File: src/sv/bracket_matching_program_loader_defines.svh
// Assertion macros for the bracket matching program loader.
`ifndef BRACKET_MATCHING_PROGRAM_LOADER_DEFINES_SVH
`define BRACKET_MATCHING_PROGRAM_LOADER_DEFINES_SVH

`ifndef NO_ASSERTIONS
// same-cycle implication
`define BMPL_ASSERT_NOW(name, ante, cons) \
  name: assert property (@(posedge clk) disable iff (rst) (ante) |-> (cons)) \
    else $error("bmpl: property failed");
// next-cycle implication
`define BMPL_ASSERT_NEXT(name, ante, cons) \
  name: assert property (@(posedge clk) disable iff (rst) (ante) |=> (cons)) \
    else $error("bmpl: property failed");
`else
`define BMPL_ASSERT_NOW(name, ante, cons)
`define BMPL_ASSERT_NEXT(name, ante, cons)
`endif

`endif

File: src/sv/bmpl_pkg.sv
// Shared types, constants and functions of the bracket matching program loader.
package bmpl_pkg;

  localparam int DEF_PROGRAM_DEPTH = 4096;
  localparam int DEF_NEST_DEPTH    = 256;
  localparam int DEF_LABEL_BITS    = 16;

  localparam int KIND_W   = 2;
  localparam int POS_W    = 12;
  localparam int OP_W     = 3;
  localparam int LABEL_W  = 16;
  localparam int STATUS_W = 3;

  localparam int QUEUE_DEPTH = 4;
  localparam int QAW         = $clog2(QUEUE_DEPTH);
  localparam int QCW         = $clog2(QUEUE_DEPTH + 1);

  typedef enum logic [OP_W-1:0] {
    OP_RIGHT = 3'd0,
    OP_LEFT  = 3'd1,
    OP_INC   = 3'd2,
    OP_DEC   = 3'd3,
    OP_OUT   = 3'd4,
    OP_IN    = 3'd5,
    OP_OPEN  = 3'd6,
    OP_CLOSE = 3'd7
  } opcode_t;

  typedef enum logic [KIND_W-1:0] {
    KIND_ENTRY  = 2'd0,
    KIND_PATCH  = 2'd1,
    KIND_STATUS = 2'd2
  } record_kind_t;

  typedef enum logic [STATUS_W-1:0] {
    ST_OK              = 3'd0,
    ST_UNMATCHED_CLOSE = 3'd1,
    ST_UNMATCHED_OPEN  = 3'd2,
    ST_FULL            = 3'd3,
    ST_TOO_DEEP        = 3'd4
  } status_t;

  typedef struct packed {
    logic    is_cmd;
    opcode_t op;
  } char_class_t;

  typedef struct packed {
    logic    is_end;
    opcode_t op;
  } q_entry_t;

  typedef struct packed {
    logic full;
    logic empty;
  } q_stat_t;

  function automatic char_class_t classify_char(input logic [7:0] ch);
    char_class_t c;
    c.is_cmd = 1'b1;
    unique case (ch)
      8'h3E:   c.op = OP_RIGHT;
      8'h3C:   c.op = OP_LEFT;
      8'h2B:   c.op = OP_INC;
      8'h2D:   c.op = OP_DEC;
      8'h2E:   c.op = OP_OUT;
      8'h2C:   c.op = OP_IN;
      8'h5B:   c.op = OP_OPEN;
      8'h5D:   c.op = OP_CLOSE;
      default: begin
        c.is_cmd = 1'b0;
        c.op     = OP_RIGHT;
      end
    endcase
    return c;
  endfunction

  function automatic logic [POS_W-1:0] fit_pos(input logic [31:0] v);
    return v[POS_W-1:0];
  endfunction

  function automatic logic [LABEL_W-1:0] fit_label(input logic [31:0] v);
    return v[LABEL_W-1:0];
  endfunction

endpackage

File: src/sv/bmpl_if.sv
// Channel interfaces: source characters in, loader records out.
interface bmpl_in_if;
  logic       valid;
  logic       ready;
  logic       command;
  logic [7:0] source_char;

  modport source (output valid, command, source_char, input ready);
  modport sink   (input valid, command, source_char, output ready);
endinterface


File: src/sv/bmpl_front.sv
// Front end: takes source characters, drops non-commands, pushes commands and ends.
module bmpl_front import bmpl_pkg::*; (
  bmpl_in_if.sink  src,
  input  q_stat_t  q_stat,
  output logic     q_push,
  output q_entry_t q_data
);

  char_class_t cls;

  always_comb begin
    cls       = classify_char(src.source_char);
    src.ready = !q_stat.full;
    // drop characters that are not commands, keep every end marker
    q_push    = src.valid && !q_stat.full && (src.command || cls.is_cmd);
    q_data.is_end = src.command;
    q_data.op     = src.command ? OP_RIGHT : cls.op;
  end

endmodule

File: src/flat_wrapper.sv
// flat-port wrapper written by rule: the top's interface ports become plain ports
module bmpl_front_flat import bmpl_pkg::*;
  (q_stat, q_push, q_data, src_valid, src_command, src_source_char, src_ready);
  bmpl_in_if src_i ();
  input  q_stat_t q_stat;
  output logic q_push;
  output q_entry_t q_data;
  input wire logic [$bits(src_i.valid)-1:0] src_valid;
  input wire logic [$bits(src_i.command)-1:0] src_command;
  input wire logic [$bits(src_i.source_char)-1:0] src_source_char;
  output wire logic [$bits(src_i.ready)-1:0] src_ready;
  assign src_i.valid = src_valid;
  assign src_i.command = src_command;
  assign src_i.source_char = src_source_char;
  assign src_ready = src_i.ready;
  bmpl_front u_core (.src(src_i), .q_stat(q_stat), .q_push(q_push), .q_data(q_data));
endmodule
File: config.mk
export PLATFORM = sky130hd
export DESIGN_NAME = bmpl_front_flat
export DESIGN_NICKNAME = d
export VERILOG_FILES = /design/src/sv/bracket_matching_program_loader_defines.svh /design/src/sv/bmpl_pkg.sv /design/src/sv/bmpl_if.sv /design/src/sv/bmpl_front.sv /design/src/flat_wrapper.sv
export SDC_FILE = /design/constraint.sdc
export NUM_CORES = 1
export LEC_CHECK = 0
export ABC_CLOCK_PERIOD_IN_PS = 900
export BUFFER_PORTS_ARGS = -buffer_cell sky130_fd_sc_hd__buf_2
export CORE_AREA = 8 8 45 47
export DETAILED_ROUTE_END_ITERATION = 10
export DIE_AREA = 0 0 53 55
export PLACE_DENSITY = 0.42
export SYNTH_ARGS = -nofsm -noshare
export SYNTH_HDL_FRONTEND = slang
export SYNTH_SLANG_ARGS = --single-unit
File: constraint.sdc
create_clock -name vclk -period 0.9
set_clock_uncertainty 0.15 [all_clocks]
set_input_delay 0.135 -clock vclk [all_inputs]
set_output_delay 0.135 -clock vclk [all_outputs]
set_load 0.1 [all_outputs]
### Word level (Yosys, flattened, before mapping)

Cells that the tools add are included.

| storage, ports and cells | value |
|---|---|
| bits in read-only memories | 0 |
| word-level logic and storage cells | 16 |
| memories kept | 0 |
| RAM bits | 0 |
| input bits | 12 |
| bits in latches | 0 |
| output and inout bits | 6 |
| register bits after elaboration | 0 |

| operators by class | value |
|---|---|
| eq/ne operators | 8 |
| shifts and indexed selects | 0 |
| reductions and logical operators | 5 |
| bitwise operators | 0 |
| multiply operators | 0 |
| $add $sub $neg | 0 |
| divide/modulo/power cells | 0 |
| muxes and demuxes | 3 |
| $lt $le $gt $ge | 0 |

Operators with widths:

| kind | count |
|---|---|
| == test 8 x 6 -> 1 bit, second input constant | 6 |
| case mux 3 bit (7 select lines) | 1 |
| == test 8 x 7 -> 1 bit, second input constant | 2 |
| OR reduction 8 bit | 1 |
| two-way mux 3 bit | 1 |
| logical AND 1 bit | 2 |
| zero test 1 bit | 1 |
| logical OR 1 bit | 1 |
| two-way mux 1 bit | 1 |

### Depth between registers and ports, before layout

Gate-level depths: netlist of the first run.

| logic depth | value |
|---|---|
| depth in word-level cells | 5 |
| mapped depth | 3 |
| gate-level depth less buffers | 3 |

### Worst setup path after synthesis of the first run

Ideal clock, no wire load.

| timing | value |
|---|---|
| kind | in2out |
| start | in q_stat[1] (netlist name) |
| end | out q_push |
| path slack | -1.799 ns |
| arrival | 2.414 ns |
| required time | 0.615 ns |
| stages on the path | 3 |
| path buffers | 0 |
| cells stage by stage | inv_1 > o211ai_1 > a21oi_1 |

| between the ends | value |
|---|---|
| cells in the longest elaborated chain, start to end | 3 |

Ends and longest elaborated chain:

| element | line | source |
|---|---|---|
| from (decl) | flat_wrapper.sv:5 | `input q_stat_t q_stat;` |
| zero test 1 bit | bmpl_front.sv:15 | `q_push = src.valid && !q_stat.full && (src.command \|\| cls.is_cmd);` |
| logical AND 1 bit (2 in a row) | bmpl_front.sv:15 |  |
| to (decl) | flat_wrapper.sv:6 | `output logic q_push;` |

No other way between the ends.

==> results of run 1 <==
cell families (layout without fill, tap and decap cells):
family	Yosys count	after routing	share of synthesized area (%)
AOI/OAI and AO/OA	7	7	28.2
buffers and inverters	3	27	10.3
xor gates and xnor gates	1	1	5.98
and+or+nand+nor	10	10	55.6
worst max-delay path by stage:
stage / from / end / slack [ps] / cells after the start
5_1_grt: src_source_char[7] / q_data[2] / -530 / 5
3_3_place_gp: src_source_char[6] / q_push / -490 / 5
4_1_cts: src_source_char[5] / q_data[0] / -480 / 5
2_1_floorplan: src_source_char[5] / q_data[0] / -890 / 3
3_5_place_dp: src_source_char[6] / q_data[0] / -500 / 5
6_report: src_source_char[5] / q_data[0] / -460 / 5
power by group:
group | switching, mW | internal [mW] | leakage, nW | total, mW
Sequential | 0 | 0 | 0 | 0
Combinational | 0.138 | 0.121 | 0.210 | 0.259
Clock | 0 | 0 | 0 | 0
Total | 0.138 | 0.121 | 0.210 | 0.259
layout make-up:
cell class,count,area share (%)
multi-input cells,18,43.1
well taps,16,3.61
repair buffers,25,51.2
inverters,2,2.03
per-layer routing:
| metal | wire [um] | part of all wire, % |
|---|---|---|
| met1 | 315 | 40 |
| met2 | 357 | 46 |
| met3 | 107 | 14 |
| met4 | 0 | 0 |
| met5 | 0 | 0 |
per-stage QoR:
stage,hold slack (ps),setup slack (ps)
floorplan,235,-893
global placement,497,-491
detailed placement,496,-496
CTS,496,-478
global route,523,-528
finish,502,-456
what timing repair did:
item / in CTS / in global routing
pin swaps: 6 / 2
endpoints found under the setup margin: 4 / 5
gates cloned: 0 / 0
buffers inserted: 1 / 2
gates resized for setup: 13 / 5
==> impl_metrics.yaml, run 1 <==
setup_path:
  path_delay_family: "simple AND/OR/NAND/NOR gates"
  critPathCaptureType: "output port"
  crit_type: "in2out"
  crit_chain: "buf_8 -> and4b_1 -> a21oi_2 -> nor4_4 -> buf_12"
  worstSetupStartpointType: "primary input"
  cp_slowest_cell: "nor4_4"
  crit_path_max_incr_delay_ps: 310
  path_buf_inv: 2
  required_ps: 610
  critPathMaxFanout: 5
  critPathArrivalTime_ps: 1070
outcome:
  violations: "setup timing"
  outcome: "finished, violations left"
yosys:
  synth_area_leader_cell: "a21oi_1"
  synthTopCellsByArea: "a21oi_1, nor4b_2, nor4_2, and4b_1, and3b_1"
  ys_seq_area_share_pct: 0
  netlist_area_sq_um: 146
  synth.most_common_cell: "a21oi_1"
  synth_top_area_share_pct: 17.1
  synth_cell_types: 16
  syn-num-nets: 33
  synth_common_cells: "a21oi_1, inv_1"
  ys_warn_count: 0
  syn_inst: 21
  postSynthAreaPerCell_sq_um: 6.97
sta:
  post-route-min-period_ps: 1360
  drv_slew: 0
  fmax_mhz: 737
  final.setup.worst_slack_ps: -456
  setup_violations: 4
  tightest_slew_ps: 266
  hold_viol: 0
  relSlewSlack_pct: 82.2
  period_share_pct: 151
  tns_ps: -1710
  grt_setup_unrepaired: "yes"
routing:
  wirelength_um: 780
  wire_per_inst_um: 12.8
  viasPerCell: 4.15
  first_pass_iters: 1
  drc: 0
  drtIter0Drc: 0
  num_vias: 253
  detail-route-antenna-nets: 0
floorplan:
  rows: 14
  die_h_um: 55
  dieArea_sq_um: 2920
  initial_core_util_pct: 10.6
  die_w_um: 53
  io_pins: 18
  core_area_sq_um: 1380
hold_path:
  hold_path_class: "in2out"
  min_path_cells: 3
  hold_path.startpoint: "src_command"
  hold_path_end: "q_data[3]"
layout:
  nets: 59
  clkbuf_count: 0
  drive_gt1_share_pct: 84.4
  area_growth_pct: 279
  final_common_cell: "buf_4"
  design_area_sq_um: 554
  stdcell_count: 61
  finish.utilization_pct: 40.1
  antennaDiodeCount: 0
  mostFrequentLayoutCells: "buf_4, buf_12, buf_2, a21oi_2, buf_6"
  fillers: 132
  multi_input_area_sq_um: 239
  seqCellArea_sq_um: 0
  n_sequential_cell: 0
grt:
  use_met3_pct: 2.67
  track_usage_pct: 5.40
  antenna_found_initial: 0
  top_usage_layer: "met2"
  use_met1_pct: 6.20
  overflow: 0
  grt_max_degree: 6
  use_met2_pct: 9.38
  grt_pass1_vias: 295
  grt_pass1_wl_mm: 1.26
power:
  p_leak_nw: 0.210
  ir_worst_vdd_uv: 232
  power_mw: 0.259
  p_per_area_nw_per_um2: 467
job:
  maxCapViolCount: 0
place:
  dpl_cell_area_sq_um: 468
  io_buffers: 17
  hpwl_um: 630
  dp_cells: 59
  gp_congestion: 0.638
clocking:
  postCtsHoldBufs: 0
No activity file was read; power rests on OpenSTA's default activity.
==> run 2, diff against run 1 <==
--- a/config.mk
+++ b/config.mk
@@ -5,7 +5,7 @@
 export SDC_FILE = /design/constraint.sdc
 export NUM_CORES = 1
 export LEC_CHECK = 0
-export ABC_CLOCK_PERIOD_IN_PS = 900
+export ABC_CLOCK_PERIOD_IN_PS = 1400
 export BUFFER_PORTS_ARGS = -buffer_cell sky130_fd_sc_hd__buf_2
 export CORE_AREA = 8 8 45 47
 export DETAILED_ROUTE_END_ITERATION = 10
==> constraint.sdc (replaced) <==
create_clock -name vclk -period 1.4
set_clock_uncertainty 0.15 [all_clocks]
set_input_delay 0.21 -clock vclk [all_inputs]
set_output_delay 0.21 -clock vclk [all_outputs]
set_load 0.1 [all_outputs]
==> run 2 against run 1 <==
  * The flow still finishes with violations (setup timing)
  * Sequential share of layout area stayed put
  * Flip-flop and latch count did not move
  * Global-route usage decreased by 0.22 points
  * Via count is 4.0% lower
  * Setup slack gained 360 ps
  * Die area is the same
  * Critical path type unchanged
==> impl_metrics.yaml, run 2 (synthesis results as in run 1) <==
power:
  p_sw_share_pct: 54.4
  power_frac_seq_pct: 0
  p_per_area_nw_per_um2: 298
  power.internal_mw: 0.0710
  ir_worst_vdd_uv: 171
  p_switching_mw: 0.0846
  combPwrFrac_pct: 100.0
  p_leak_nw: 0.197
  clkPwrFrac_pct: 0
floorplan:
  die_h_um: 55
  io_pins: 18
  core_area_sq_um: 1380
  initial_core_util_pct: 10.6
  rows: 14
  dieArea_sq_um: 2920
  die_w_um: 53
place:
  gp_congestion: 0.624
  dpl_cell_area_sq_um: 460
  dp_cells: 58
  io_buffers: 17
  hpwl_um: 589
routing:
  drtIter0Drc: 0
  num_vias: 243
  detail-route-antenna-nets: 0
  viasPerCell: 4.12
  wirelength_um: 682
  drc: 0
  wire_per_inst_um: 11.6
  first_pass_iters: 1
sta:
  period_share_pct: 107
  final.setup.worst_slack_ps: -95.7
  tightest_slew_ps: 261
  relSlewSlack_pct: 82.5
  hold_viol: 0
  grt_setup_unrepaired: "yes"
  drv_slew: 0
  hold_ws_ps: 632
  fmax_mhz: 669
  setup_violations: 4
  post-route-min-period_ps: 1500
setup_path:
  path_buf_inv: 2
  crit_path_max_incr_delay_ps: 310
  crit_type: "in2out"
  required_ps: 1040
  critPathMaxFanout: 2
  path_delay_family: "simple AND/OR/NAND/NOR gates"
  critPathCaptureType: "output port"
  worstSetupStartpointType: "primary input"
  cp_slowest_cell: "nor4b_4"
  crit_chain: "buf_8 -> nor4b_4 -> nand3b_1 -> a21oi_4 -> buf_12"
  critPathArrivalTime_ps: 1140
layout:
  drive_gt1_share_pct: 83.7
  seqCellArea_sq_um: 0
  stdcell_count: 59
  mostFrequentLayoutCells: "buf_4, buf_12, buf_2, a21oi_2"
  n_sequential_cell: 0
  design_area_sq_um: 523
  clkbuf_count: 0
  area_growth_pct: 257
  finish.utilization_pct: 37.8
  antennaDiodeCount: 0
  nets: 57
grt:
  overflow: 0
  grt_pass1_vias: 288
  track_usage_pct: 5.18
  grt_pass1_wl_mm: 1.22
  antenna_found_initial: 0
  grt_max_degree: 6
job:
  maxCapViolCount: 0
outcome:
  outcome: "finished, violations left"
  violations: "setup timing"
hold_path:
  hold_path_class: "in2out"
[run 2: changes by cell type in the layout (fill, tap and decap cells not counted), sizes merged]
| cell | before | now |
|---|---|---|
| clkbuf | 1 | 0 |
| buf | 24 | 23 |
[run 2: power groups by stage]
stage / logic (mW) / registers (mW) / clock network (mW)
after floorplan: 0.0724 / 0 / 0
after global routing: 0.165 / 0 / 0
after detailed placement: 0.138 / 0 / 0
final: 0.156 / 0 / 0
after CTS: 0.152 / 0 / 0
after global placement: 0.138 / 0 / 0
[run 2: worst paths after layout]
path | start | endpoint | slack, ps | cells past startpoint
hold / removal | q_stat[1] | src_ready | 630 | 3
setup / recovery | src_source_char[7] | q_data[2] | -100 | 5
[run 2: cell type report]
| type | count | area [sq um] |
|---|---|---|
| Tap cell | 16 | 20.0 |
| Timing Repair Buffer | 23 | 264 |
| Inverter | 2 | 11.3 |
| Fill cell | 141 | 861 |
| Multi-Input combinational cell | 18 | 228 |
[run 2: routing by layer]
metal / GRT usage (%) / vias up / part of all wire [%] / routed length (um)
li1: - / 126 / - / -
met1: 6.33 / 105 / 42 / 286
met2: 8.20 / 12 / 43 / 292
met3: 2.94 / 0 / 15 / 104
met4: 0 / 0 / 0 / 0
met5: 0 / - / 0 / 0
[run 2: stage by stage]
stage	setup TNS (ps)	setup slack (ps)	total power, mW
after floorplan	-1070	-543	0.0724
after global placement	-483	-143	0.138
after detailed placement	-476	-140	0.138
after CTS	-321	-120	0.152
after global routing	-464	-155	0.165
final	-252	-95.7	0.156
[run 2: timing repair]
| item | in CTS | in global routing |
|---|---|---|
| buffers inserted | 1 | 0 |
| gates resized for setup | 11 | 4 |
| pin swaps | 5 | 2 |
| setup endpoints to repair | 4 | 4 |
| hold buffers | 0 | 0 |
