File: src/sv/bracket_matching_program_loader_defines.svh
// Assertion macros for the bracket matching program loader.
`ifndef BRACKET_MATCHING_PROGRAM_LOADER_DEFINES_SVH
`define BRACKET_MATCHING_PROGRAM_LOADER_DEFINES_SVH

`ifndef NO_ASSERTIONS
// same-cycle implication
`define BMPL_ASSERT_NOW(name, ante, cons) \
  name: assert property (@(posedge clk) disable iff (rst) (ante) |-> (cons)) \
    else $error("bmpl: property failed");
// next-cycle implication
`define BMPL_ASSERT_NEXT(name, ante, cons) \
  name: assert property (@(posedge clk) disable iff (rst) (ante) |=> (cons)) \
    else $error("bmpl: property failed");
`else
`define BMPL_ASSERT_NOW(name, ante, cons)
`define BMPL_ASSERT_NEXT(name, ante, cons)
`endif

`endif

File: src/sv/bmpl_pkg.sv
// Shared types, constants and functions of the bracket matching program loader.
package bmpl_pkg;

  localparam int DEF_PROGRAM_DEPTH = 4096;
  localparam int DEF_NEST_DEPTH    = 256;
  localparam int DEF_LABEL_BITS    = 16;

  localparam int KIND_W   = 2;
  localparam int POS_W    = 12;
  localparam int OP_W     = 3;
  localparam int LABEL_W  = 16;
  localparam int STATUS_W = 3;

  localparam int QUEUE_DEPTH = 4;
  localparam int QAW         = $clog2(QUEUE_DEPTH);
  localparam int QCW         = $clog2(QUEUE_DEPTH + 1);

  typedef enum logic [OP_W-1:0] {
    OP_RIGHT = 3'd0,
    OP_LEFT  = 3'd1,
    OP_INC   = 3'd2,
    OP_DEC   = 3'd3,
    OP_OUT   = 3'd4,
    OP_IN    = 3'd5,
    OP_OPEN  = 3'd6,
    OP_CLOSE = 3'd7
  } opcode_t;

  typedef enum logic [KIND_W-1:0] {
    KIND_ENTRY  = 2'd0,
    KIND_PATCH  = 2'd1,
    KIND_STATUS = 2'd2
  } record_kind_t;

  typedef enum logic [STATUS_W-1:0] {
    ST_OK              = 3'd0,
    ST_UNMATCHED_CLOSE = 3'd1,
    ST_UNMATCHED_OPEN  = 3'd2,
    ST_FULL            = 3'd3,
    ST_TOO_DEEP        = 3'd4
  } status_t;

  typedef struct packed {
    logic    is_cmd;
    opcode_t op;
  } char_class_t;

  typedef struct packed {
    logic    is_end;
    opcode_t op;
  } q_entry_t;

  typedef struct packed {
    logic full;
    logic empty;
  } q_stat_t;

  function automatic char_class_t classify_char(input logic [7:0] ch);
    char_class_t c;
    c.is_cmd = 1'b1;
    unique case (ch)
      8'h3E:   c.op = OP_RIGHT;
      8'h3C:   c.op = OP_LEFT;
      8'h2B:   c.op = OP_INC;
      8'h2D:   c.op = OP_DEC;
      8'h2E:   c.op = OP_OUT;
      8'h2C:   c.op = OP_IN;
      8'h5B:   c.op = OP_OPEN;
      8'h5D:   c.op = OP_CLOSE;
      default: begin
        c.is_cmd = 1'b0;
        c.op     = OP_RIGHT;
      end
    endcase
    return c;
  endfunction

  function automatic logic [POS_W-1:0] fit_pos(input logic [31:0] v);
    return v[POS_W-1:0];
  endfunction

  function automatic logic [LABEL_W-1:0] fit_label(input logic [31:0] v);
    return v[LABEL_W-1:0];
  endfunction

endpackage

File: src/sv/bmpl_queue.sv
// Short queue between the front end and the execution back end.
module bmpl_queue import bmpl_pkg::*; (
  input  logic     clk,
  input  logic     rst,
  input  logic     push,
  input  q_entry_t push_data,
  input  logic     pop,
  output q_entry_t pop_data,
  output q_stat_t  q_stat
);

  q_entry_t         entries [QUEUE_DEPTH];
  logic [QAW-1:0]   wr_ptr;
  logic [QAW-1:0]   rd_ptr;
  logic [QCW-1:0]   count;

  always_ff @(posedge clk) begin
    if (rst) begin
      wr_ptr <= '0;
      rd_ptr <= '0;
      count  <= '0;
    end else begin
      if (push) wr_ptr <= wr_ptr + QAW'(1);
      if (pop)  rd_ptr <= rd_ptr + QAW'(1);
      if (push && !pop)      count <= count + QCW'(1);
      else if (pop && !push) count <= count - QCW'(1);
    end
  end

  always_ff @(posedge clk) begin
    if (push) entries[wr_ptr] <= push_data;
  end

  always_comb begin
    pop_data     = entries[rd_ptr];
    q_stat.full  = (count == QCW'(QUEUE_DEPTH));
    q_stat.empty = (count == '0);
  end

endmodule

File: config.mk
export PLATFORM = sky130hd
export DESIGN_NAME = bmpl_queue
export DESIGN_NICKNAME = d
export VERILOG_FILES = /design/src/sv/bracket_matching_program_loader_defines.svh /design/src/sv/bmpl_pkg.sv /design/src/sv/bmpl_queue.sv
export SDC_FILE = /design/constraint.sdc
export NUM_CORES = 1
export LEC_CHECK = 0
export BUFFER_PORTS_ARGS = -buffer_cell sky130_fd_sc_hd__buf_2
export CAP_MARGIN = 40
export CELL_PAD_IN_SITES_DETAIL_PLACEMENT = 1
export CELL_PAD_IN_SITES_GLOBAL_PLACEMENT = 2
export CORE_ASPECT_RATIO = 0.9
export CORE_MARGIN = 5
export CORE_UTILIZATION = 41
export CTS_BUF_LIST = sky130_fd_sc_hd__clkbuf_8
export DETAILED_ROUTE_END_ITERATION = 10
export HOLD_SLACK_MARGIN = 0.12
export PLACE_DENSITY = 0.84
export REMOVE_ABC_BUFFERS = 1
export SLEW_MARGIN = 10
export SYNTH_ARGS = -nofsm -noshare
export SYNTH_HDL_FRONTEND = slang
export SYNTH_SLANG_ARGS = --single-unit
File: constraint.sdc
create_clock -name clk -period 2.2 [get_ports clk]
set_clock_uncertainty 0.2 [all_clocks]
set_input_delay 0.11 -clock clk [delete_from_list [all_inputs] [get_ports clk]]
set_output_delay 0.11 -clock clk [all_outputs]
set_load 0.01 [all_outputs]
**After elaboration in Yosys (flattened, before gate mapping)**

Memories as Yosys holds them, arrays and structs flattened. A register that Yosys moved wholly into a read port is not among the register bits.
Cells that the tools add are included.

- Register bits: 7
- Memory bits (writable): 16
- Input bits: 8
- Output and inout bits: 6
- Memories kept: 1

Memory list:

| name | depth | width | read ports | clocked after memory_dff | wr ports | line | source |
|---|---|---|---|---|---|---|---|
| entries | 4 | 4 | 1 | 1 | 1 | bmpl_queue.sv:12 | `q_entry_t entries [QUEUE_DEPTH];` |

- Add/sub/neg operators: 4
- Eq/ne operators: 1
- Muxes and demuxes: 6
- Reductions and logical operators: 6

Operators with widths:

| cell | number |
|---|---|
| 2-to-1 mux 3 bit | 2 |
| adder 2 x 1 -> 2 bit (second input constant) | 2 |
| 2-to-1 mux 2 bit | 2 |
| adder 3 x 1 -> 3 bit (second input constant) | 1 |
| equality test 3 bit (second input constant) | 1 |
| logical NOT 3 bit | 1 |
| subtractor 3 x 1 -> 3 bit (second input constant) | 1 |
| logical AND 1 bit | 2 |
| logical NOT 1 bit | 2 |
| 2-to-1 mux 1 bit | 2 |
| nonzero test 2 bit | 1 |

**Depth between registers and ports, before layout**

Gate-level depths: netlist of run 1.

- Word-level depth: 4
- Depth in mapped cells: 7
- Mapped depth without buffers: 7

**Least setup slack after synthesis of run 1**

Ideal clock, no wire load.

- Path kind: register to register
- Start: register count[0]
- End: register count[2]
- Library setup time: 0.070 ns
- Arrival: 1.321 ns
- Data required time: 1.930 ns
- Slack: 0.609 ns
- Stages on the path, launching flop included: 5
- Buffers on the path: 0
- Path through: dfxtp_1 > fa_1 > xor2_1 > or3_1 > a21oi_1

- Word-level cells in the longest chain between the ends: 3

RTL lines:

| element | line | source |
|---|---|---|
| from (decl) | bmpl_queue.sv:15 | `logic [QCW-1:0] count;` |
| from (signal assigned) | bmpl_queue.sv:25 | `if (push && !pop) count <= count + QCW'(1);` |
| from (signal assigned) | bmpl_queue.sv:26 | `else if (pop && !push) count <= count - QCW'(1);` |
| subtractor 3 x 1 -> 3 bit | bmpl_queue.sv:26 |  |
| 2-to-1 mux 3 bit | bmpl_queue.sv:26 |  |
| 2-to-1 mux 3 bit * | bmpl_queue.sv:25 |  |

Mark *: on every way between the ends. The rest lies on a longest branch, timed or not. The select of a mux whose other input is x is not followed.
A chain may end at the register's enable or synchronous reset.

**Final worst setup path of run 1**

- Start: input port pop
- End: register count[2]

- Word-level cells in the longest chain between the ends: 3

RTL lines:

| element | line | source |
|---|---|---|
| from (decl) | bmpl_queue.sv:7 | `input logic pop,` |
| logical NOT 1 bit | bmpl_queue.sv:25 |  |
| logical AND 1 bit | bmpl_queue.sv:25 |  |
| 2-to-1 mux 3 bit or nonzero test 2 bit (tied branches) | n/a |  |

Several ways; a longest one is shown, not always the timed one.

==> results of run 1 <==
-- logic make-up (layout without fill, tap and decap cells) --
group,count (synthesis),in the layout
and+or+nand+nor,15,15
AOI/OAI and AO/OA,2,2
adders and majority gates,6,6
xor gates and xnor gates,5,5
muxes,6,6
DFF,25,25
buffers and inverters,5,29
-- sequential cells by signal (all words and copies together), names as in the netlist, named ones only --
| register | flops |
|---|---|
| count | 3 |
| entries | 16 |
| rd_ptr | 2 |
| wr_ptr | 2 |
-- final cells by class --
class,count,area [sq um]
Fill cell,249,1174
Timing Repair Buffer,21,145.1
Sequential cell,25,660.6
Inverter,4,15.01
Clock inverter,1,5.005
Clock buffer,3,41.29
Multi-Input combinational cell,34,327.8
Tap cell,28,35.03
-- placed cells by master (no fill, tap or decap), drive strengths merged --
cell type	synthesis	layout
fa	1	1
mux2i	2	2
o21ai	1	1
nor3	1	1
clkinv	0	1
a21oi	1	1
nand2	1	1
dlygate4sd3	0	8
buf	0	13
nor2	7	7
and2	4	4
or3	1	1
inv	4	4
clkbuf	1	3
edfxtp	16	16
xnor2	2	2
nor3b	1	1
mux4	4	4
dfxtp	9	9
xor2	3	3
ha	5	5
-- worst min-delay path, cell delays in order (launching register included) --
cell and delay, ps:
dfxtp_1 330, xor2_1 70, nor2_1 100
-- layer usage --
layer / routed length (um) / global-route usage / vias to the layer above
li1: - / - / 274
met1: 747 / 0.1291 / 286
met2: 895 / 0.1657 / 8
met3: 60 / 0.03346 / 5
met4: 36 / 0.05573 / 0
met5: 0 / 0 / -
-- metrics by stage --
stage	total power [mW]	setup slack [ps]	std cells	util	area, sq um
5_1_grt	1.028	8.442	116	0.5117	1230
3_3_place_gp	0.7011	442.1	104	0.4591	1104
4_1_cts	0.9902	119.2	116	0.5117	1230
2_1_floorplan	0.6523	609.1	63	-	1003
6_report	0.9738	103.9	116	0.5117	1230
3_5_place_dp	0.7090	394.2	104	0.4591	1104
-- final timing paths --
path / slack, ps / end / cells after the start / start
worst min register to register: 340 / rd_ptr[1] / 2 / rd_ptr[1]
worst max-delay path: 100 / count[2] / 9 / pop
worst min-delay path: 340 / rd_ptr[1] / 2 / rd_ptr[1]
worst max register to register: 510 / count[2] / 4 / count[0]
-- report_power, final --
group / leakage [nW] / total, mW / internal [mW] / switching, mW
Combinational: 0.239 / 0.145 / 0.0768 / 0.0686
Clock: 0.0255 / 0.267 / 0.127 / 0.140
Sequential: 0.221 / 0.561 / 0.534 / 0.0277
Total: 0.486 / 0.974 / 0.737 / 0.237
-- repair_timing --
item                                   in CTS  in global routing
hold buffers                                8                  0
endpoints found under the hold margin      25                  0
buffers inserted                            0                  0
==> results.yml, run 1 <==
outcome:
  outcome: "completed"
pwr:
  power_density_mw_per_mm2: 791.7
  cellLeakagePower_nw: 0.4858
  maximum_vdd_drop_mv: 0.3997
critical_path:
  critical_path.max_stage_delay_ps: 540
  critPathMostFrequentCell: "inv_1"
  worst_setup_path_start_kind: "input port"
  worst-path-buf-inv: 4
  worstPathMaxFanout: 3
  cp-end-kind: "flip-flop"
  critical_path.cell_chain: "dlygate4sd3_1 > buf_2 > inv_1 > ha_1 > inv_1 > fa_1 > xor2_1 > or3_1 > a21oi_1"
  cp.arrival_ps: 2100
  worstSetupPathType: "input port to flip-flop"
  worstPathRequired_ps: 2200
  crit_path_top_delay_cell: "dlygate4sd3_1"
  worst_path_dominant_cell_family: "buffers and inverters"
layout:
  num_antenna_cells: 0
  final_layout_size_suffix_gt1_frac: 0.2159
  layout.nets: 103
  syn2layout_area_growth_pct: 22.11
yosys:
  synth-edff-count: 16
  yosys.area_share.simple: 0.07329
  synth_area_per_cell_sq_um: 15.74
  synth-xor-area-share: 0.04348
  adder_and_majority_gate_portion_of_the_synthesized_area: 0.08199
  synth_async_sr_flop_share: 0
  synthTopCellsByCount: "edfxtp_1 (16), dfxtp_1 (9), nor2_1 (7)"
  syn-instance-count: 64
  synth.top_cells.by_area: "edfxtp_1 (48%), dfxtp_1 (18%), ha_1 (6.2%)"
  synth_warnings: 0
  synth-compound-area-share: 0.009938
  yosys.cell_types.count: 19
  yosysMostFrequentCell: "edfxtp_1"
  multiplexer_fraction_of_the_synthesized_cell_area: 0.1168
  synth.yosys.seq_area_share: 0.6559
  ys_ff_latch: 25
  synth_largest_type_area_fraction: 0.4770
  synth_area_leader_cell: "edfxtp_1"
  synth_top_family_by_area: "multiplexers"
  postSynth.topFlopCell: "edfxtp_1"
  post_synth_instance_area_sq_mm: 0.001007
detailed_routing:
  finalWirelength_mm: 1.739
  drt_iter0_markers: 8
  dr.pass1.iters: 4
  drc: 0
  via_count: 573
  drtAntennaViolNets: 0
  post_drt_wl_per_cell_um: 14.99
  vias_per_cell: 4.940
min_path:
  hold_path.class: "flip-flop to flip-flop"
job:
  drv.max_cap_violation_count: 0
clocking:
  tritoncts_buffers: 3
  htreeDepth: 1
  cts.repair.resized: 0
  clk-insertion-delay-late_ps: 270
  cts_tree: "done"
  worst_setup_hold_path_clk_slew_ps: 80
  clock-root-buffer: "clkbuf_8"
  ctsLongestPathBuffers: 2
  tritoncts_num_sinks: 25
die:
  design.core.area_sq_mm: 0.002404
  die_area_sq_mm: 0.003549
  die_width_um: 62.25
  design.portCount: 14
  die_h_um: 57.02
  starting_density_of_the_core: 0.4191
  fp-row-count: 17
sta:
  max_freq_ghz: 0.4771
  worst-slew-pin-transition_ps: 249.6
  slew-limit-headroom: 0.8334
  final-hold-violation-count: 0
  slew_viol_final: 0
  period_needed_ps: 2096
  post-route-period-util: 0.9528
  fin_worst_hold_slack_ps: 337.7
  finalSetupViolCount: 0
  fin_setup_tns_ps: 0
  rsz0062_at_grt: "false"
global_route:
  wire_length_of_the_first_global_routing_pass_mm: 2.822
  globalRoute.totalOverflow: 0
  initial_antenna_violation_count: 0
  grt_pass1_vias: 577
  grt_usage: 0.1052
  largest_net_degree_at_the_start_of_global_routing: 15
place:
  numPortBuffers: 13
  place.detailed.hpwl_mm: 1.258
  gpl.final_weighted_congestion: 0.5881
(Power assumes the default switching activity.)
==> inputs of run 2 (changes only) <==
ABC_AREA = 1   (was unset)
CORE_UTILIZATION = 38   (was 41)
PLACE_DENSITY = 0.85   (was 0.84)
==> results.yml, run 2 <==
layout:
  syn2layout_area_growth_pct: 19.72
  n_fill_cell: 306
  layout.cells.non_filler: 150
  largest_reg_flops: 16
  largest-register: "entries"
  num_antenna_cells: 0
  layout.nets: 135
  largestRegisters: "entries (16), count (3)"
  multi_input_comb_area_sq_um: 316.6
  layout.cells.most_common_list: "nor2_1 (16), edfxtp_1 (16), inv_1 (13), buf_2 (13), dfxtp_1 (9)"
  seqCellArea_sq_um: 660.6
  post-route-cell-area_sq_mm: 0.001269
  post-route-util: 0.4694
  final_layout_size_suffix_gt1_frac: 0.1667
yosys:
  synth_async_sr_flop_share: 0
  synthTopCellsByCount: "edfxtp_1 (16), nor2_1 (16), inv_1 (12)"
  synth_area_per_cell_sq_um: 10.93
  post_synth_instance_area_sq_mm: 0.001060
  syn-instance-count: 97
  synth.yosys.seq_area_share: 0.6234
  synth_area_leader_cell: "edfxtp_1"
  yosys.cell_types.count: 21
  synth-edff-count: 16
  ys_ff_latch: 25
  synth_warnings: 0
  postSynth.topFlopCell: "edfxtp_1"
  synth_largest_type_area_fraction: 0.4534
  synth.top_cells.by_area: "edfxtp_1 (45%), dfxtp_1 (17%), ha_1 (5.9%)"
die:
  design.core.area_sq_mm: 0.002703
  fp-row-count: 18
  design.portCount: 14
  starting_density_of_the_core: 0.3921
  die_h_um: 60.10
  die_width_um: 65.67
  die_area_sq_mm: 0.003946
detailed_routing:
  post_drt_wl_per_cell_um: 13.40
  vias_per_cell: 4.853
  drtAntennaViolNets: 0
  finalWirelength_mm: 2.010
  via_count: 728
  dr.pass1.iters: 4
  drt_iter0_markers: 18
  drc: 0
global_route:
  grt_pass1_vias: 756
  globalRoute.totalOverflow: 0
  largest_net_degree_at_the_start_of_global_routing: 14
  initial_antenna_violation_count: 0
  grt_usage: 0.1214
  wire_length_of_the_first_global_routing_pass_mm: 3.450
critical_path:
  crit_path_start: "push"
  worstPathMaxFanout: 8
  timing.critical_path.to: "count[1]"
  worstSetupPathType: "input port to flip-flop"
  worstPathRequired_ps: 2160
  cp-end-kind: "flip-flop"
  timing.reg2reg.setup_slack_ps: 720
  r2r-start: "rd_ptr[0]"
  cp.arrival_ps: 1810
  worst_setup_path_start_kind: "input port"
  worst_reg_to_reg_cells: 3
clocking:
  tritoncts_num_sinks: 25
  cts_tree: "done"
  ctsLongestPathBuffers: 2
  clk-insertion-delay-late_ps: 270
  tritoncts_buffers: 3
  worst_setup_hold_path_clk_slew_ps: 90
  htreeDepth: 1
  cts.repair.resized: 0
  clock-root-buffer: "clkbuf_8"
place:
  place.detailed.hpwl_mm: 1.461
  dp_cells: 138
  numPortBuffers: 13
  gpl.final_weighted_congestion: 0.7241
  placement.cell_area_sq_mm: 0.001144
  place_worst_setup_slack_ps: 613.8
sta:
  worst-slew-pin-transition_ps: 485.7
  finalSetupViolCount: 0
  fin_worst_hold_slack_ps: 282.5
  slew-limit-headroom: 0.6758
  period_needed_ps: 1851
  fin_setup_tns_ps: 0
  rsz0062_at_grt: "false"
  worst_slack_ps: 349.4
  slew_viol_final: 0
  post-route-period-util: 0.8412
  final-hold-violation-count: 0
  max_freq_ghz: 0.5404
min_path:
  hold_path.class: "flip-flop to flip-flop"
pwr:
  cellLeakagePower_nw: 0.5465
  power_density_mw_per_mm2: 761.8
  maximum_vdd_drop_mv: 0.3624
  p_total_mw: 0.9664
job:
  drv.max_cap_violation_count: 0
outcome:
  outcome: "completed"
-- run 2: logic make-up (layout without fill, tap and decap cells) --
family	after synthesis	in the layout	synth area share
xor+xnor	3	3	0.02480
simple gates	29	29	0.1110
compound gates	17	17	0.08500
fa+ha+maj	6	6	0.07792
buf+inv	17	40	0.07792
flops	25	25	0.6234
-- run 2: critical path, cell delays in order --
cell           delay (ps)
dlygate4sd3_1         530
buf_2                 180
ha_1                  240
inv_2                  80
fa_1                  400
o21ai_0               210
nor2_1                 70
-- run 2: metal layers --
layer / vias to the layer above / global-route usage / wire (um)
li1: 366 / - / -
met1: 346 / 0.1465 / 903
met2: 11 / 0.1943 / 980
met3: 5 / 0.01880 / 63
met4: 0 / 0.09467 / 62
met5: - / 0 / 0
-- run 2: worst min path at each step --
stage | start | to | slack (ps) | depth (start not counted)
floorplan | rst | count[0] | -20 | 1
CTS | rd_ptr[0] | rd_ptr[0] | 290 | 1
global placement | push_data[1] | entries[0][1] | 120 | 1
detailed placement | push_data[1] | entries[0][1] | 130 | 1
global route | rd_ptr[0] | rd_ptr[0] | 330 | 1
finish | rd_ptr[0] | rd_ptr[0] | 280 | 1
-- run 2: cell type report --
type,count,share of cell area
tap,30,0.02959
multi-input combinational,55,0.2495
inverter,15,0.05030
clock inverter,1,0.002959
timing repair buffer,21,0.1144
clock buffer,3,0.03254
sequential,25,0.5207
-- run 2: what timing repair did --
action	in CTS	in global routing
hold endpoints to repair	25	0
hold buffers	8	0
buffers inserted	0	0
-- run 2: power by group --
group	switching (mW)	internal [mW]
clock network	0.135	0.125
registers	0.0268	0.530
logic	0.0828	0.0665
